[src/sv/upload_frame_decoder_top_defines.svh]
// ----------------------------------------------------------------------------
// upload_frame_decoder_top_defines
// Assertion macros used by the frame decoder top-level RTL.
// ----------------------------------------------------------------------------
`ifndef UPLOAD_FRAME_DECODER_TOP_DEFINES_SVH
`define UPLOAD_FRAME_DECODER_TOP_DEFINES_SVH

// Same-cycle implication, clocked on i_clk, off while in reset
`define UFD_ASSERT_NOW(label, ante, cons, msg) \
    label: assert property (@(posedge i_clk) disable iff (!i_rst_n) (ante) |-> (cons)) \
        else $error(msg);

// Next-cycle implication, clocked on i_clk, off while in reset
`define UFD_ASSERT_NEXT(label, ante, cons, msg) \
    label: assert property (@(posedge i_clk) disable iff (!i_rst_n) (ante) |=> (cons)) \
        else $error(msg);

`endif

[src/sv/ufd_pkg.sv]
// ----------------------------------------------------------------------------
// ufd_pkg
// Types and constants for the upload frame decoder.
// ----------------------------------------------------------------------------
`default_nettype none

package ufd_pkg;

    localparam int POS_W = 17;

    localparam logic [POS_W-1:0] HDR_BYTES      = 17'd33;
    localparam logic [POS_W-1:0] FRAME_OVERHEAD = 17'd34;  // header plus sum byte
    localparam logic [POS_W-1:0] TOTAL_LAST     = 17'd4;
    localparam logic [POS_W-1:0] INDEX_LAST     = 17'd8;
    localparam logic [POS_W-1:0] CSUM_LAST      = 17'd12;
    localparam logic [POS_W-1:0] MODEL_FIRST    = 17'd13;
    localparam logic [POS_W-1:0] MODEL_BYTES    = 17'd16;
    localparam logic [POS_W-1:0] DOWN_LAST      = 17'd30;

    typedef enum logic [1:0] {
        KIND_MODEL   = 2'd0,
        KIND_PAYLOAD = 2'd1,
        KIND_END     = 2'd2
    } t_kind;

    typedef enum logic [1:0] {
        STAT_OK        = 2'd0,
        STAT_TRUNCATED = 2'd1,
        STAT_BAD_SUM   = 2'd2
    } t_status;

    typedef struct packed {
        logic [7:0]  byte_in;
        logic        frame_start;
        logic [15:0] buffer_length;
    } t_in_item;

    typedef struct packed {
        t_kind       kind;
        logic [7:0]  byte_out;
        logic [7:0]  cmd_code;
        logic [31:0] total_packets;
        logic [31:0] packet_number;
        logic [31:0] sender_checksum;
        logic [15:0] down_length;
        logic [15:0] data_length;
        logic [16:0] frame_bytes;
        t_status     status;
    } t_result;

endpackage

`default_nettype wire

[src/sv/ufd_if.sv]
// ----------------------------------------------------------------------------
// ufd_in_if / ufd_out_if
// Valid/ready channels carrying frame bytes in and decoded items out.
// ----------------------------------------------------------------------------
`default_nettype none

interface ufd_in_if;
    logic        valid;
    logic        ready;
    logic [7:0]  byte_in;
    logic        frame_start;
    logic [15:0] buffer_length;

    modport source (output valid, output byte_in, output frame_start,
                    output buffer_length, input ready);
    modport sink   (input valid, input byte_in, input frame_start,
                    input buffer_length, output ready);
endinterface

interface ufd_out_if;
    logic        valid;
    logic        ready;
    logic [1:0]  kind;
    logic [7:0]  byte_out;
    logic [7:0]  cmd_code;
    logic [31:0] total_packets;
    logic [31:0] packet_number;
    logic [31:0] sender_checksum;
    logic [15:0] down_length;
    logic [15:0] data_length;
    logic [16:0] frame_bytes;
    logic [1:0]  status;

    modport source (output valid, output kind, output byte_out, output cmd_code,
                    output total_packets, output packet_number,
                    output sender_checksum, output down_length,
                    output data_length, output frame_bytes, output status,
                    input ready);
    modport sink   (input valid, input kind, input byte_out, input cmd_code,
                    input total_packets, input packet_number,
                    input sender_checksum, input down_length,
                    input data_length, input frame_bytes, input status,
                    output ready);
endinterface

`default_nettype wire

[src/sv/upload_frame_decoder_top.sv]
// An accepted item waits in the input register; its result, if any, is registered
// when the stage advances. Throughput: one item per cycle while the result register
// is not stalled; the per-byte decode between the input and result registers sets this.
// Items that cause no result still pass through the input register.
// Reset (i_rst_n low, synchronous) empties both registers and leaves the
// parser waiting for a frame start.
// ----------------------------------------------------------------------------
// upload_frame_decoder_top
// Byte-serial deframer: input register, per-byte decode, result register.
// ----------------------------------------------------------------------------
`default_nettype none

`include "upload_frame_decoder_top_defines.svh"

module upload_frame_decoder_top
    import ufd_pkg::*;
(
    input  wire logic i_clk,
    input  wire logic i_rst_n,
    ufd_in_if.sink    i_frm,
    ufd_out_if.source o_res
);

    logic     r_in_valid;
    t_in_item r_in;
    logic     r_out_valid;
    t_result  r_out;

    logic     adv;
    logic     in_ready;
    logic     res_valid;
    t_result  res;

    // stage moves when the result register is free or being drained
    assign adv      = r_in_valid && (!r_out_valid || o_res.ready);
    assign in_ready = !r_in_valid || adv;
    assign i_frm.ready = in_ready;

    always_ff @(posedge i_clk) begin
        if (!i_rst_n) begin
            r_in_valid <= 1'b0;
        end else if (in_ready) begin
            r_in_valid <= i_frm.valid;
        end
    end

    always_ff @(posedge i_clk) begin
        if (in_ready && i_frm.valid) begin
            r_in.byte_in       <= i_frm.byte_in;
            r_in.frame_start   <= i_frm.frame_start;
            r_in.buffer_length <= i_frm.buffer_length;
        end
    end

    ufd_parser u_parser (
        .i_clk       (i_clk),
        .i_rst_n     (i_rst_n),
        .i_adv       (adv),
        .i_item      (r_in),
        .o_res_valid (res_valid),
        .o_res       (res)
    );

    always_ff @(posedge i_clk) begin
        if (!i_rst_n) begin
            r_out_valid <= 1'b0;
        end else if (!r_out_valid || o_res.ready) begin
            r_out_valid <= adv && res_valid;
        end
    end

    always_ff @(posedge i_clk) begin
        if (adv && res_valid) begin
            r_out <= res;
        end
    end

    assign o_res.valid           = r_out_valid;
    assign o_res.kind            = r_out.kind;
    assign o_res.byte_out        = r_out.byte_out;
    assign o_res.cmd_code        = r_out.cmd_code;
    assign o_res.total_packets   = r_out.total_packets;
    assign o_res.packet_number   = r_out.packet_number;
    assign o_res.sender_checksum = r_out.sender_checksum;
    assign o_res.down_length     = r_out.down_length;
    assign o_res.data_length     = r_out.data_length;
    assign o_res.frame_bytes     = r_out.frame_bytes;
    assign o_res.status          = r_out.status;

    `UFD_ASSERT_NOW(a_len_only_ok, r_out_valid && r_out.status != STAT_OK, r_out.frame_bytes == '0, "frame length given on a failed frame")
    `UFD_ASSERT_NOW(a_ok_len_min, r_out_valid && r_out.kind == KIND_END && r_out.status == STAT_OK, r_out.frame_bytes >= FRAME_OVERHEAD, "ok frame shorter than header")
    `UFD_ASSERT_NOW(a_byte_clean, r_out_valid && r_out.kind != KIND_END, r_out.cmd_code == '0 && r_out.status == STAT_OK && r_out.frame_bytes == '0, "byte item carries header fields")
    `UFD_ASSERT_NEXT(a_stall_hold, r_out_valid && !o_res.ready && r_in_valid, r_in_valid && $stable(r_in), "held item lost while result stalled")

endmodule

`default_nettype wire

[src/sv/ufd_parser.sv]
// ----------------------------------------------------------------------------
// ufd_parser
// Frame state (position, running sum, captured header) and per-byte decode.
// ----------------------------------------------------------------------------
`default_nettype none

module ufd_parser
    import ufd_pkg::*;
(
    input  wire logic     i_clk,
    input  wire logic     i_rst_n,
    input  wire logic     i_adv,
    input  wire t_in_item i_item,
    output logic          o_res_valid,
    output t_result       o_res
);

    logic             r_active, n_active;
    logic [POS_W-1:0] r_pos, n_pos;
    logic [7:0]       r_sum, n_sum;
    logic [15:0]      r_avail, n_avail;
    logic [7:0]       r_cmd, n_cmd;
    logic [31:0]      r_total, n_total;
    logic [31:0]      r_index, n_index;
    logic [31:0]      r_csum, n_csum;
    logic [15:0]      r_down, n_down;
    logic [15:0]      r_dlen, n_dlen;

    logic             fs;
    logic [7:0]       b;
    logic [POS_W-1:0] pos_e;

    always_comb begin
        fs    = i_item.frame_start;
        b     = i_item.byte_in;
        // frame start wipes the frame before this byte is taken as byte 0
        pos_e     = fs ? '0 : r_pos;
        n_pos     = pos_e;
        n_sum     = fs ? '0 : r_sum;
        n_active  = fs | r_active;
        n_avail   = fs ? i_item.buffer_length : r_avail;
        n_cmd     = fs ? '0 : r_cmd;
        n_total   = fs ? '0 : r_total;
        n_index   = fs ? '0 : r_index;
        n_csum    = fs ? '0 : r_csum;
        n_down    = fs ? '0 : r_down;
        n_dlen    = fs ? '0 : r_dlen;

        o_res_valid = 1'b0;
        o_res       = '0;

        if (n_active) begin
            if (pos_e < HDR_BYTES) begin
                if (pos_e == '0) begin
                    n_cmd = b;
                end else if (pos_e <= TOTAL_LAST) begin
                    n_total = {n_total[23:0], b};
                end else if (pos_e <= INDEX_LAST) begin
                    n_index = {n_index[23:0], b};
                end else if (pos_e <= CSUM_LAST) begin
                    n_csum = {n_csum[23:0], b};
                end else if (pos_e < MODEL_FIRST + MODEL_BYTES) begin
                    o_res_valid    = 1'b1;
                    o_res.kind     = KIND_MODEL;
                    o_res.byte_out = b;
                end else if (pos_e <= DOWN_LAST) begin
                    n_down = {n_down[7:0], b};
                end else begin
                    n_dlen = {n_dlen[7:0], b};
                end
                n_sum = n_sum + b;
                n_pos = pos_e + 1'b1;
                // length known: check the buffer holds the whole frame
                if (n_pos == HDR_BYTES &&
                    {1'b0, n_avail} < FRAME_OVERHEAD + {1'b0, n_dlen}) begin
                    o_res_valid           = 1'b1;
                    o_res.kind            = KIND_END;
                    o_res.cmd_code        = n_cmd;
                    o_res.total_packets   = n_total;
                    o_res.packet_number   = n_index;
                    o_res.sender_checksum = n_csum;
                    o_res.down_length     = n_down;
                    o_res.data_length     = n_dlen;
                    o_res.status          = STAT_TRUNCATED;
                    n_active              = 1'b0;
                end
            end else if (pos_e < HDR_BYTES + {1'b0, n_dlen}) begin
                o_res_valid    = 1'b1;
                o_res.kind     = KIND_PAYLOAD;
                o_res.byte_out = b;
                n_sum          = n_sum + b;
                n_pos          = pos_e + 1'b1;
            end else begin
                // sum byte
                o_res_valid           = 1'b1;
                o_res.kind            = KIND_END;
                o_res.cmd_code        = n_cmd;
                o_res.total_packets   = n_total;
                o_res.packet_number   = n_index;
                o_res.sender_checksum = n_csum;
                o_res.down_length     = n_down;
                o_res.data_length     = n_dlen;
                if (n_sum == b) begin
                    o_res.status      = STAT_OK;
                    o_res.frame_bytes = FRAME_OVERHEAD + {1'b0, n_dlen};
                end else begin
                    o_res.status      = STAT_BAD_SUM;
                end
                n_active = 1'b0;
            end
        end
    end

    always_ff @(posedge i_clk) begin
        if (!i_rst_n) begin
            r_active <= 1'b0;
        end else if (i_adv) begin
            r_active <= n_active;
        end
    end

    always_ff @(posedge i_clk) begin
        if (i_adv) begin
            r_pos   <= n_pos;
            r_sum   <= n_sum;
            r_avail <= n_avail;
            r_cmd   <= n_cmd;
            r_total <= n_total;
            r_index <= n_index;
            r_csum  <= n_csum;
            r_down  <= n_down;
            r_dlen  <= n_dlen;
        end
    end

endmodule

`default_nettype wire

[src/flat_wrapper.sv]
// flat-port wrapper written by rule: the top's interface ports become plain ports
module upload_frame_decoder_top_flat import ufd_pkg::*;
  (i_clk, i_rst_n, i_frm_valid, i_frm_byte_in, i_frm_frame_start, i_frm_buffer_length, i_frm_ready, o_res_valid, o_res_kind, o_res_byte_out, o_res_cmd_code, o_res_total_packets, o_res_packet_number, o_res_sender_checksum, o_res_down_length, o_res_data_length, o_res_frame_bytes, o_res_status, o_res_ready);
  ufd_in_if i_frm_i ();
  ufd_out_if o_res_i ();
  input  wire logic i_clk;
  input  wire logic i_rst_n;
  input wire logic [$bits(i_frm_i.valid)-1:0] i_frm_valid;
  input wire logic [$bits(i_frm_i.byte_in)-1:0] i_frm_byte_in;
  input wire logic [$bits(i_frm_i.frame_start)-1:0] i_frm_frame_start;
  input wire logic [$bits(i_frm_i.buffer_length)-1:0] i_frm_buffer_length;
  output wire logic [$bits(i_frm_i.ready)-1:0] i_frm_ready;
  output wire logic [$bits(o_res_i.valid)-1:0] o_res_valid;
  output wire logic [$bits(o_res_i.kind)-1:0] o_res_kind;
  output wire logic [$bits(o_res_i.byte_out)-1:0] o_res_byte_out;
  output wire logic [$bits(o_res_i.cmd_code)-1:0] o_res_cmd_code;
  output wire logic [$bits(o_res_i.total_packets)-1:0] o_res_total_packets;
  output wire logic [$bits(o_res_i.packet_number)-1:0] o_res_packet_number;
  output wire logic [$bits(o_res_i.sender_checksum)-1:0] o_res_sender_checksum;
  output wire logic [$bits(o_res_i.down_length)-1:0] o_res_down_length;
  output wire logic [$bits(o_res_i.data_length)-1:0] o_res_data_length;
  output wire logic [$bits(o_res_i.frame_bytes)-1:0] o_res_frame_bytes;
  output wire logic [$bits(o_res_i.status)-1:0] o_res_status;
  input wire logic [$bits(o_res_i.ready)-1:0] o_res_ready;
  assign i_frm_i.valid = i_frm_valid;
  assign i_frm_i.byte_in = i_frm_byte_in;
  assign i_frm_i.frame_start = i_frm_frame_start;
  assign i_frm_i.buffer_length = i_frm_buffer_length;
  assign i_frm_ready = i_frm_i.ready;
  assign o_res_valid = o_res_i.valid;
  assign o_res_kind = o_res_i.kind;
  assign o_res_byte_out = o_res_i.byte_out;
  assign o_res_cmd_code = o_res_i.cmd_code;
  assign o_res_total_packets = o_res_i.total_packets;
  assign o_res_packet_number = o_res_i.packet_number;
  assign o_res_sender_checksum = o_res_i.sender_checksum;
  assign o_res_down_length = o_res_i.down_length;
  assign o_res_data_length = o_res_i.data_length;
  assign o_res_frame_bytes = o_res_i.frame_bytes;
  assign o_res_status = o_res_i.status;
  assign o_res_i.ready = o_res_ready;
  upload_frame_decoder_top u_core (.i_clk(i_clk), .i_rst_n(i_rst_n), .i_frm(i_frm_i), .o_res(o_res_i));
endmodule
[config.mk]
export PLATFORM = sky130hd
export DESIGN_NAME = upload_frame_decoder_top_flat
export DESIGN_NICKNAME = d
export VERILOG_FILES = /design/src/sv/ufd_pkg.sv /design/src/sv/ufd_if.sv /design/src/sv/upload_frame_decoder_top.sv /design/src/sv/ufd_parser.sv /design/src/flat_wrapper.sv
export VERILOG_INCLUDE_DIRS = /design/src /design/src/sv
export SDC_FILE = /design/constraint.sdc
export NUM_CORES = 1
export LEC_CHECK = 0
export BUFFER_PORTS_ARGS = -buffer_cell sky130_fd_sc_hd__buf_2
export CORE_MARGIN = 2
export CORE_UTILIZATION = 40
export DETAILED_ROUTE_END_ITERATION = 16
export GPL_ROUTABILITY_DRIVEN = 1
export GPL_TIMING_DRIVEN = 0
export PLACE_DENSITY_LB_ADDON = 0.2
export SYNTH_ARGS = -nofsm -noshare
export SYNTH_HDL_FRONTEND = slang
export SYNTH_SLANG_ARGS = --single-unit
[constraint.sdc]
create_clock -name i_clk -period 24 [get_ports i_clk]
set_input_delay 1.2 -clock i_clk [delete_from_list [all_inputs] [get_ports i_clk]]
set_output_delay 1.2 -clock i_clk [all_outputs]
set_load 0.1 [all_outputs]
## After elaboration in Yosys (flattened, before gate mapping)

Cells that the tools add are included.

- Output and inout port bits: 167
- Register bits: 370
- Logic and storage cells: 131
- Input bits: 29

- Reductions and logical operators: 10
- Eq/ne operators: 2
- $lt $le $gt $ge: 8
- Bitwise operators: 3
- Mux-type cells: 78
- Add/subtract/negate cells: 5

Operators by type and width:

| kind | number |
|---|---|
| 32-bit 2-to-1 mux | 18 |
| 16-bit 2-to-1 mux | 21 |
| 155-bit 2-to-1 mux | 1 |
| 146-bit 2-to-1 mux | 1 |
| 136-bit 2-to-1 mux | 1 |
| 8-bit 2-to-1 mux | 14 |
| 17-bit 2-to-1 mux | 5 |
| 6-bit by 16-bit adder with 17-bit output, first input constant | 3 |
| 17-bit by 4-bit <= comparator with 1-bit output, second input constant | 2 |
| 17-bit by 1-bit adder with 17-bit output, second input constant | 1 |
| 17-bit by 6-bit equality test with 1-bit output, second input constant | 1 |
| 17-bit by 3-bit <= comparator with 1-bit output, second input constant | 1 |
| 17-bit by 5-bit <= comparator with 1-bit output, second input constant | 1 |
| 17-bit logical NOT | 1 |
| 16-bit by 17-bit < comparator with 1-bit output | 1 |
| 17-bit < comparator | 1 |
| 17-bit by 5-bit < comparator with 1-bit output, second input constant | 1 |
| 17-bit by 6-bit < comparator with 1-bit output, second input constant | 1 |
| 1-bit 2-to-1 mux | 13 |
| 8-bit adder | 1 |
| 8-bit equality test | 1 |
| 2-bit 2-to-1 mux | 4 |
| 1-bit logical AND | 4 |
| 4-bit OR reduction | 1 |
| 4 further kinds | 7 |

## Logic depth before layout (Yosys ltp)

- Word-level depth: 17
- Gate-level depth with buffers: 25
- Gate-level depth less buffers: 22

## By module

From an unflattened synthesis, not the netlist that was laid out.

- Cells, all modules: 1491
- Area, all modules: 18630.4 um2

Modules (own cells, without submodules):

| module | seq. area each (um2) | instances | area an instance (um2) | cells an instance |
|---|---|---|---|---|
| ufd_parser | 5335.1 | 1 | 12812.3 | 1288 |
| upload_frame_decoder_top | 5745.5 | 1 | 5818.1 | 203 |

## Least setup slack after synthesis

OpenSTA, ideal clock, no wires.

- Path type: register -> register
- Start: register u_core.u_parser.r_pos[12]
- End: register u_core.r_out (netlist bit u_core.o_res.byte_out[0]) (enable)
- Data required time: 23050 ps
- Library setup time: 950 ps
- Data arrival time: 16717 ps
- Slack: 6333 ps
- Clock period less this slack: 17667 ps
- Path buffers: 0
- Stages on the path, launching flop included: 20
- Cells stage by stage: edfxtp_1 > or4_4 > o41ai_1 > nand2_1 > o21ai_0 > ha_1 > and3_1 > o21ai_0 > a21oi_1 > o22ai_2 > or4_1 > a311o_1 > ha_1 > a21o_1 > a21oi_1 > o211a_1 > a32oi_1 > nor2_1 > o21ai_1 > a221oi_1

- Cells in the longest elaborated chain, start to end: 17
- Elaborated cells on any way between the ends: 30
- Those cells by class: add/sub (2); order compare (7); eq/ne (1); mux (17); reduce/logical (3)

RTL lines:

| what | RTL line | text |
|---|---|---|
| start, declared | ufd_parser.sv:19 | `logic [POS_W-1:0] r_pos, n_pos;` |
| start signal, assigned | ufd_parser.sv:124 | `r_pos <= n_pos;` |
| 17-bit 2-to-1 mux (*) | ufd_parser.sv:37 | `pos_e = fs ? '0 : r_pos;` |
| 17-bit by 5-bit <= comparator with 1-bit output | ufd_parser.sv:66 | `end else if (pos_e <= DOWN_LAST) begin` |
| 16-bit 2-to-1 mux | ufd_parser.sv:66 |  |
| 16-bit 2-to-1 mux | ufd_parser.sv:62 | `end else if (pos_e < MODEL_FIRST + MODEL_BYTES) begin` |
| 16-bit 2-to-1 mux | ufd_parser.sv:60 | `end else if (pos_e <= CSUM_LAST) begin` |
| 16-bit 2-to-1 mux | ufd_parser.sv:58 | `end else if (pos_e <= INDEX_LAST) begin` |
| 16-bit 2-to-1 mux | ufd_parser.sv:56 | `end else if (pos_e <= TOTAL_LAST) begin` |
| 16-bit 2-to-1 mux | ufd_parser.sv:54 | `if (pos_e == '0) begin` |
| 16-bit 2-to-1 mux | ufd_parser.sv:53 | `if (pos_e < HDR_BYTES) begin` |
| 16-bit 2-to-1 mux | ufd_parser.sv:52 | `if (n_active) begin` |
| 6-bit by 16-bit adder with 17-bit output | ufd_parser.sv:75 | `{1'b0, n_avail} < FRAME_OVERHEAD + {1'b0, n_dlen}) begin` |
| 16-bit by 17-bit < comparator with 1-bit output | ufd_parser.sv:75 |  |
| 1-bit logical AND | ufd_parser.sv:74 | `if (n_pos == HDR_BYTES &&` |
| 1-bit 2-to-1 mux | ufd_parser.sv:74 |  |
| 1-bit 2-to-1 mux (*) | ufd_parser.sv:53 |  |
| 1-bit 2-to-1 mux (*) | ufd_parser.sv:52 |  |
| 1-bit logical AND (*) | upload_frame_decoder_top.sv:73 | `if (adv && res_valid) begin` |
| end signal, assigned | upload_frame_decoder_top.sv:74 | `r_out <= res;` |
| end, declared | upload_frame_decoder_top.sv:27 | `t_result r_out;` |

Every way passes the cells marked *; elsewhere a longest branch is shown, timed or not. The select of a mux whose other input is x is not followed.
A chain may end at the register's enable or synchronous reset.

## Final worst setup path

- Start: register u_core.r_in[16] in the netlist's numbering
- End: register u_core.r_out (netlist bit u_core.o_res.packet_number[7]) (enable)

- Cells in the longest elaborated chain, start to end: 17
- Elaborated cells on any way between the ends: 33
- Those cells by class: add/sub (2); order compare (7); eq/ne (1); mux (19); bitwise (1); reduce/logical (3)

RTL lines:

| what | RTL line | text |
|---|---|---|
| start, declared | upload_frame_decoder_top.sv:25 | `t_in_item r_in;` |
| 17-bit 2-to-1 mux | ufd_parser.sv:37 |  |
| 17-bit by 5-bit <= comparator with 1-bit output | ufd_parser.sv:66 |  |
| 16-bit 2-to-1 mux | ufd_parser.sv:66 |  |
| 16-bit 2-to-1 mux | ufd_parser.sv:62 |  |
| 16-bit 2-to-1 mux | ufd_parser.sv:60 |  |
| 16-bit 2-to-1 mux | ufd_parser.sv:58 |  |
| 16-bit 2-to-1 mux | ufd_parser.sv:56 |  |
| 16-bit 2-to-1 mux | ufd_parser.sv:54 |  |
| 16-bit 2-to-1 mux | ufd_parser.sv:53 |  |
| 16-bit 2-to-1 mux | ufd_parser.sv:52 |  |
| 6-bit by 16-bit adder with 17-bit output | ufd_parser.sv:75 |  |
| 16-bit by 17-bit < comparator with 1-bit output | ufd_parser.sv:75 |  |
| 1-bit logical AND | ufd_parser.sv:74 |  |
| 1-bit 2-to-1 mux | ufd_parser.sv:74 |  |
| 1-bit 2-to-1 mux | ufd_parser.sv:53 |  |
| 1-bit 2-to-1 mux (*) | ufd_parser.sv:52 |  |
| 1-bit logical AND (*) | upload_frame_decoder_top.sv:73 |  |

Marks and branches as above.

==> run_results.csv <==
group,metric,value,unit
synth,synth.distinct_cells,78,
setup_path,cp_data_required_time,24.25,ns
routing,drtIter0Drc,1242,
setup_path,cp-start-kind,"flop",
clocking,clock_sink_count,370,
routing,via_per_inst,5.57,
clocking,cts_root_buf,"clkbuf_16",
synth,syn-mean-instance-area,12.1,um2
synth,yosysTopAreaCellShare,60.6,%
power_and_ir_drop,p_leak,7.45,nW
finish,layout-drive-gt1-share,18.5,%
timing,slew_headroom,26.2,%
synth,netlist_top_cells_area,"edfxtp_1 (61%), a21boi_0 (3.8%), nand2_1 (3.5%), ha_1 (2.9%), a22o_1 (2.8%)",
finish,nFillCells,4178,
hold_path,holdPathStages,1,
setup_path,r2r_slack,15.11,ns
clocking,clk_pin_slew,0.06,ns
synth,synthMuxAreaShare,2.61,%
routing,antenna_left,0,
routing,wl_per_cell,22.4,um
timing,fin_hold_ws,0.558,ns
synth,syn-instance-count,1508,
place,placed_area,20200,um2
synth,synthAdderAreaFrac,3.00,%
setup_path,end_kind,"flop",
setup_path,critPathMaxFanout,20,
power_and_ir_drop,p_per_area,71.9,nW/um2
clocking,cts_resized,0,
finish,fin_area,21400,um2
place,numPortBuffers,195,
die,ios,196,
finish,nets,1828,
synth,synth_edf_count,367,
timing,timing.fmax,113,MHz
die,die_area,47200,um2
timing,slew_violations,0,
setup_path,crit_type,"reg -> reg",
timing,period_share,37.0,%
finish,fin_cells,2385,
global_route,grt_overflow,0,
die,num_rows,78,
synth,synthXorXnorAreaFrac,2.45,%
setup_path,r2r_end,"u_core.o_res.packet_number[7]",
timing,worst_pin_slew,1.11,ns
synth,seq_area_frac_synth,60.9,%
hold_path,min_from,"u_core.u_parser.r_sum[4]",
synth,ys_ff_latch,370,
die,start_util,40.4,%
synth,yosys.area.top_type,"edfxtp_1",
job,max-cap-violations,0,
global_route,grt_pass1_wl,80900,um
clocking,postCtsSetupBuffers,0,
timing,rsz0062_at_grt,"false",
timing,setup_violations,0,
clocking,clock_latency,0.60,ns
routing,drt_wl_total,53500,um
synth,async_flop_share,0,%
setup_path,slowest_delay,0.66,ns
power_and_ir_drop,irDropWorstVdd,49.1,uV
routing,firstDrtPassIters,5,
hold_path,hold_path.class,"reg -> reg",
die,die_w,217,um
clocking,htreeDepth,2,
power_and_ir_drop,total_power,0.00154,W
timing,tns,0,ns
synth,syn-cell-area,18200,um2
finish,diodes,0,
setup_path,cp_slowest_cell,"o31ai_1",
global_route,grt_pass1_vias,12919,
routing,vias,13294,
synth,synth_simple_gate_area_share,11.8,%
timing,min_period,8.89,ns
setup_path,cp_data_arrival_time,9.14,ns
routing,drc,0,
synth,synthFlopType,"edfxtp_1",
global_route,grt_use_total,22.7,%
clocking,cts_tree,"done",
timing,hold_viol,0,
timing,finalClockSkew,0.0493,ns
place,placedCellCount,2314,
place,hpwl,38500,um
synth,syn-num-nets,1580,
die,die_y,217,um
clocking,cts_max_path_buffers,3,
die,core,45100,um2
finish,area_growth,17.8,%
synth,synth_compound_area_share,15.9,%
setup_path,rr_worst_depth,25,
setup_path,r2r-start,"u_core.r_in[16]",
clocking,holdBufCountCts,0,
place,gp_congestion,0.932,
global_route,antenna_found_initial,0,
global_route,grt_max_degree,121,
synth,synth_top_family_by_area,"compound AO/OA/AOI/OAI gates",
synth,yosys_warnings,0,
outcome,outcome,"finished clean",
setup_path,crit_path_frequent_cell,"buf_16",
clocking,cts_buffers,40,
hold_path,min_to,"u_core.u_parser.r_sum[4]",
synthesized netlist by cell type, types with 4 or more instances:
| master | n |
|---|---|
| nor3b_1 | 4 |
| and4_1 | 5 |
| buf_4 | 5 |
| nand2b_1 | 9 |
| o2111ai_1 | 5 |
| buf_1 | 7 |
| or2_2 | 4 |
| and2_1 | 12 |
| ha_1 | 42 |
| nand4_1 | 17 |
| xor2_1 | 10 |
| mux2i_1 | 16 |
| a21o_1 | 17 |
| nand3_1 | 27 |
| mux2_1 | 6 |
| o211ai_1 | 4 |
| nor3_1 | 26 |
| and3_1 | 22 |
| a211oi_1 | 7 |
| a31o_2 | 8 |
| buf_2 | 14 |
| a41oi_1 | 7 |
| a21boi_0 | 92 |
| nor2b_1 | 31 |
| a22o_1 | 58 |
| o22ai_1 | 18 |
| or3_1 | 4 |
| a21boi_1 | 31 |
| o21ai_1 | 7 |
| clkbuf_1 | 85 |
| mux2_2 | 22 |
| nand2_1 | 168 |
| o21ai_0 | 57 |
| xnor2_1 | 41 |
| a21oi_1 | 55 |
| or4_1 | 5 |
| edfxtp_1 | 367 |
| inv_1 | 40 |
| nor2_1 | 82 |
| nor4_1 | 12 |
metal layers:
| layer | global-route usage [%] | up-vias | share of wire [%] |
|---|---|---|---|
| met1 | 32.1 | 6544 | 45 |
| met3 | 3.65 | 92 | 6.7 |
| met4 | 7.51 | 0 | 2.7 |
| met5 | 0 | - | 0 |
| met2 | 35.7 | 492 | 46 |
| li1 | - | 6166 | - |
worst max-delay path by stage:
stage | slack (ns) | to | cells after the start | startpoint
2_1_floorplan | 6.33 | u_core.o_res.byte_out[0] | 19 | u_core.u_parser.r_pos[12]
3_3_place_gp | -1.18 | u_core.o_res.packet_number[4] | 20 | u_core.r_in[16]
3_5_place_dp | 15.36 | u_core.o_res.packet_number[7] | 25 | u_core.r_in[16]
4_1_cts | 15.32 | u_core.o_res.packet_number[7] | 25 | u_core.r_in[16]
5_1_grt | 14.85 | u_core.o_res.packet_number[7] | 25 | u_core.r_in[16]
6_report | 15.11 | u_core.o_res.packet_number[7] | 25 | u_core.r_in[16]
registers in the layout (all words and copies together) (netlist names), 25 cells and up:
name and flops:
u_core.u_parser.r_csum 32, u_core.u_parser.r_index 32, u_core.o_res.packet_number 32, u_core.r_in 25, u_core.o_res.total_packets 32, u_core.u_parser.r_total 32
u_core.o_res.sender_checksum 32
cells by family after synthesis:
kind of cell,Yosys count
fa+ha+maj,43
buf+inv,153
flops,370
compound gates,406
xor+xnor,51
simple gates,441
mux,44
layout by cell type, fill, tap and decap left out, types with 42 or more instances in the layout:
master / netlist / routed
clkbuf_1: 85 / 93
a22o_1: 58 / 58
a21boi_0: 92 / 92
buf_2: 14 / 209
o21ai_0: 57 / 57
a21oi_1: 55 / 55
edfxtp_1: 367 / 367
ha_1: 42 / 42
nand2_1: 168 / 168
nor2_1: 82 / 82
worst max-delay path: cells and delay by family (launching register included):
family,cells,cell delay (ns)
AOI/OAI and AO/OA,11,3.39
buffers and inverters,8,2.37
DFF,1,0.56
and+or+nand+nor,4,1.49
adders and majority gates,2,0.68
where the power goes:
group	leakage (nW)	switching (W)	total (W)	internal (W)
registers	3.28	0.0000152	0.000755	0.000739
logic	3.55	0.000141	0.000190	0.0000490
clock network	0.613	0.000261	0.000596	0.000335
total	7.45	0.000417	0.00154	0.00112
layout make-up:
| type | count | area (um2) | area share [%] |
|---|---|---|---|
| Sequential cell | 370 | 11100 | 51.7 |
| Multi-Input combinational cell | 985 | 6520 | 30.4 |
| Timing Repair Buffer | 206 | 1200 | 5.62 |
| Clock buffer | 49 | 1040 | 4.88 |
| Tap cell | 600 | 751 | 3.50 |
| Buffer | 111 | 453 | 2.11 |
| Clock inverter | 22 | 210 | 0.981 |
| Inverter | 42 | 165 | 0.771 |
per-stage QoR:
| stage | worst slack, ns | utilization, % |
|---|---|---|
| 2_1_floorplan | 6.33 | - |
| 3_3_place_gp | -1.18 | 44.2 |
| 3_5_place_dp | 15.36 | 44.7 |
| 4_1_cts | 15.32 | 47.5 |
| 5_1_grt | 14.85 | 47.5 |
| 6_report | 15.11 | 47.5 |
No activity file was read; power rests on OpenSTA's default activity.
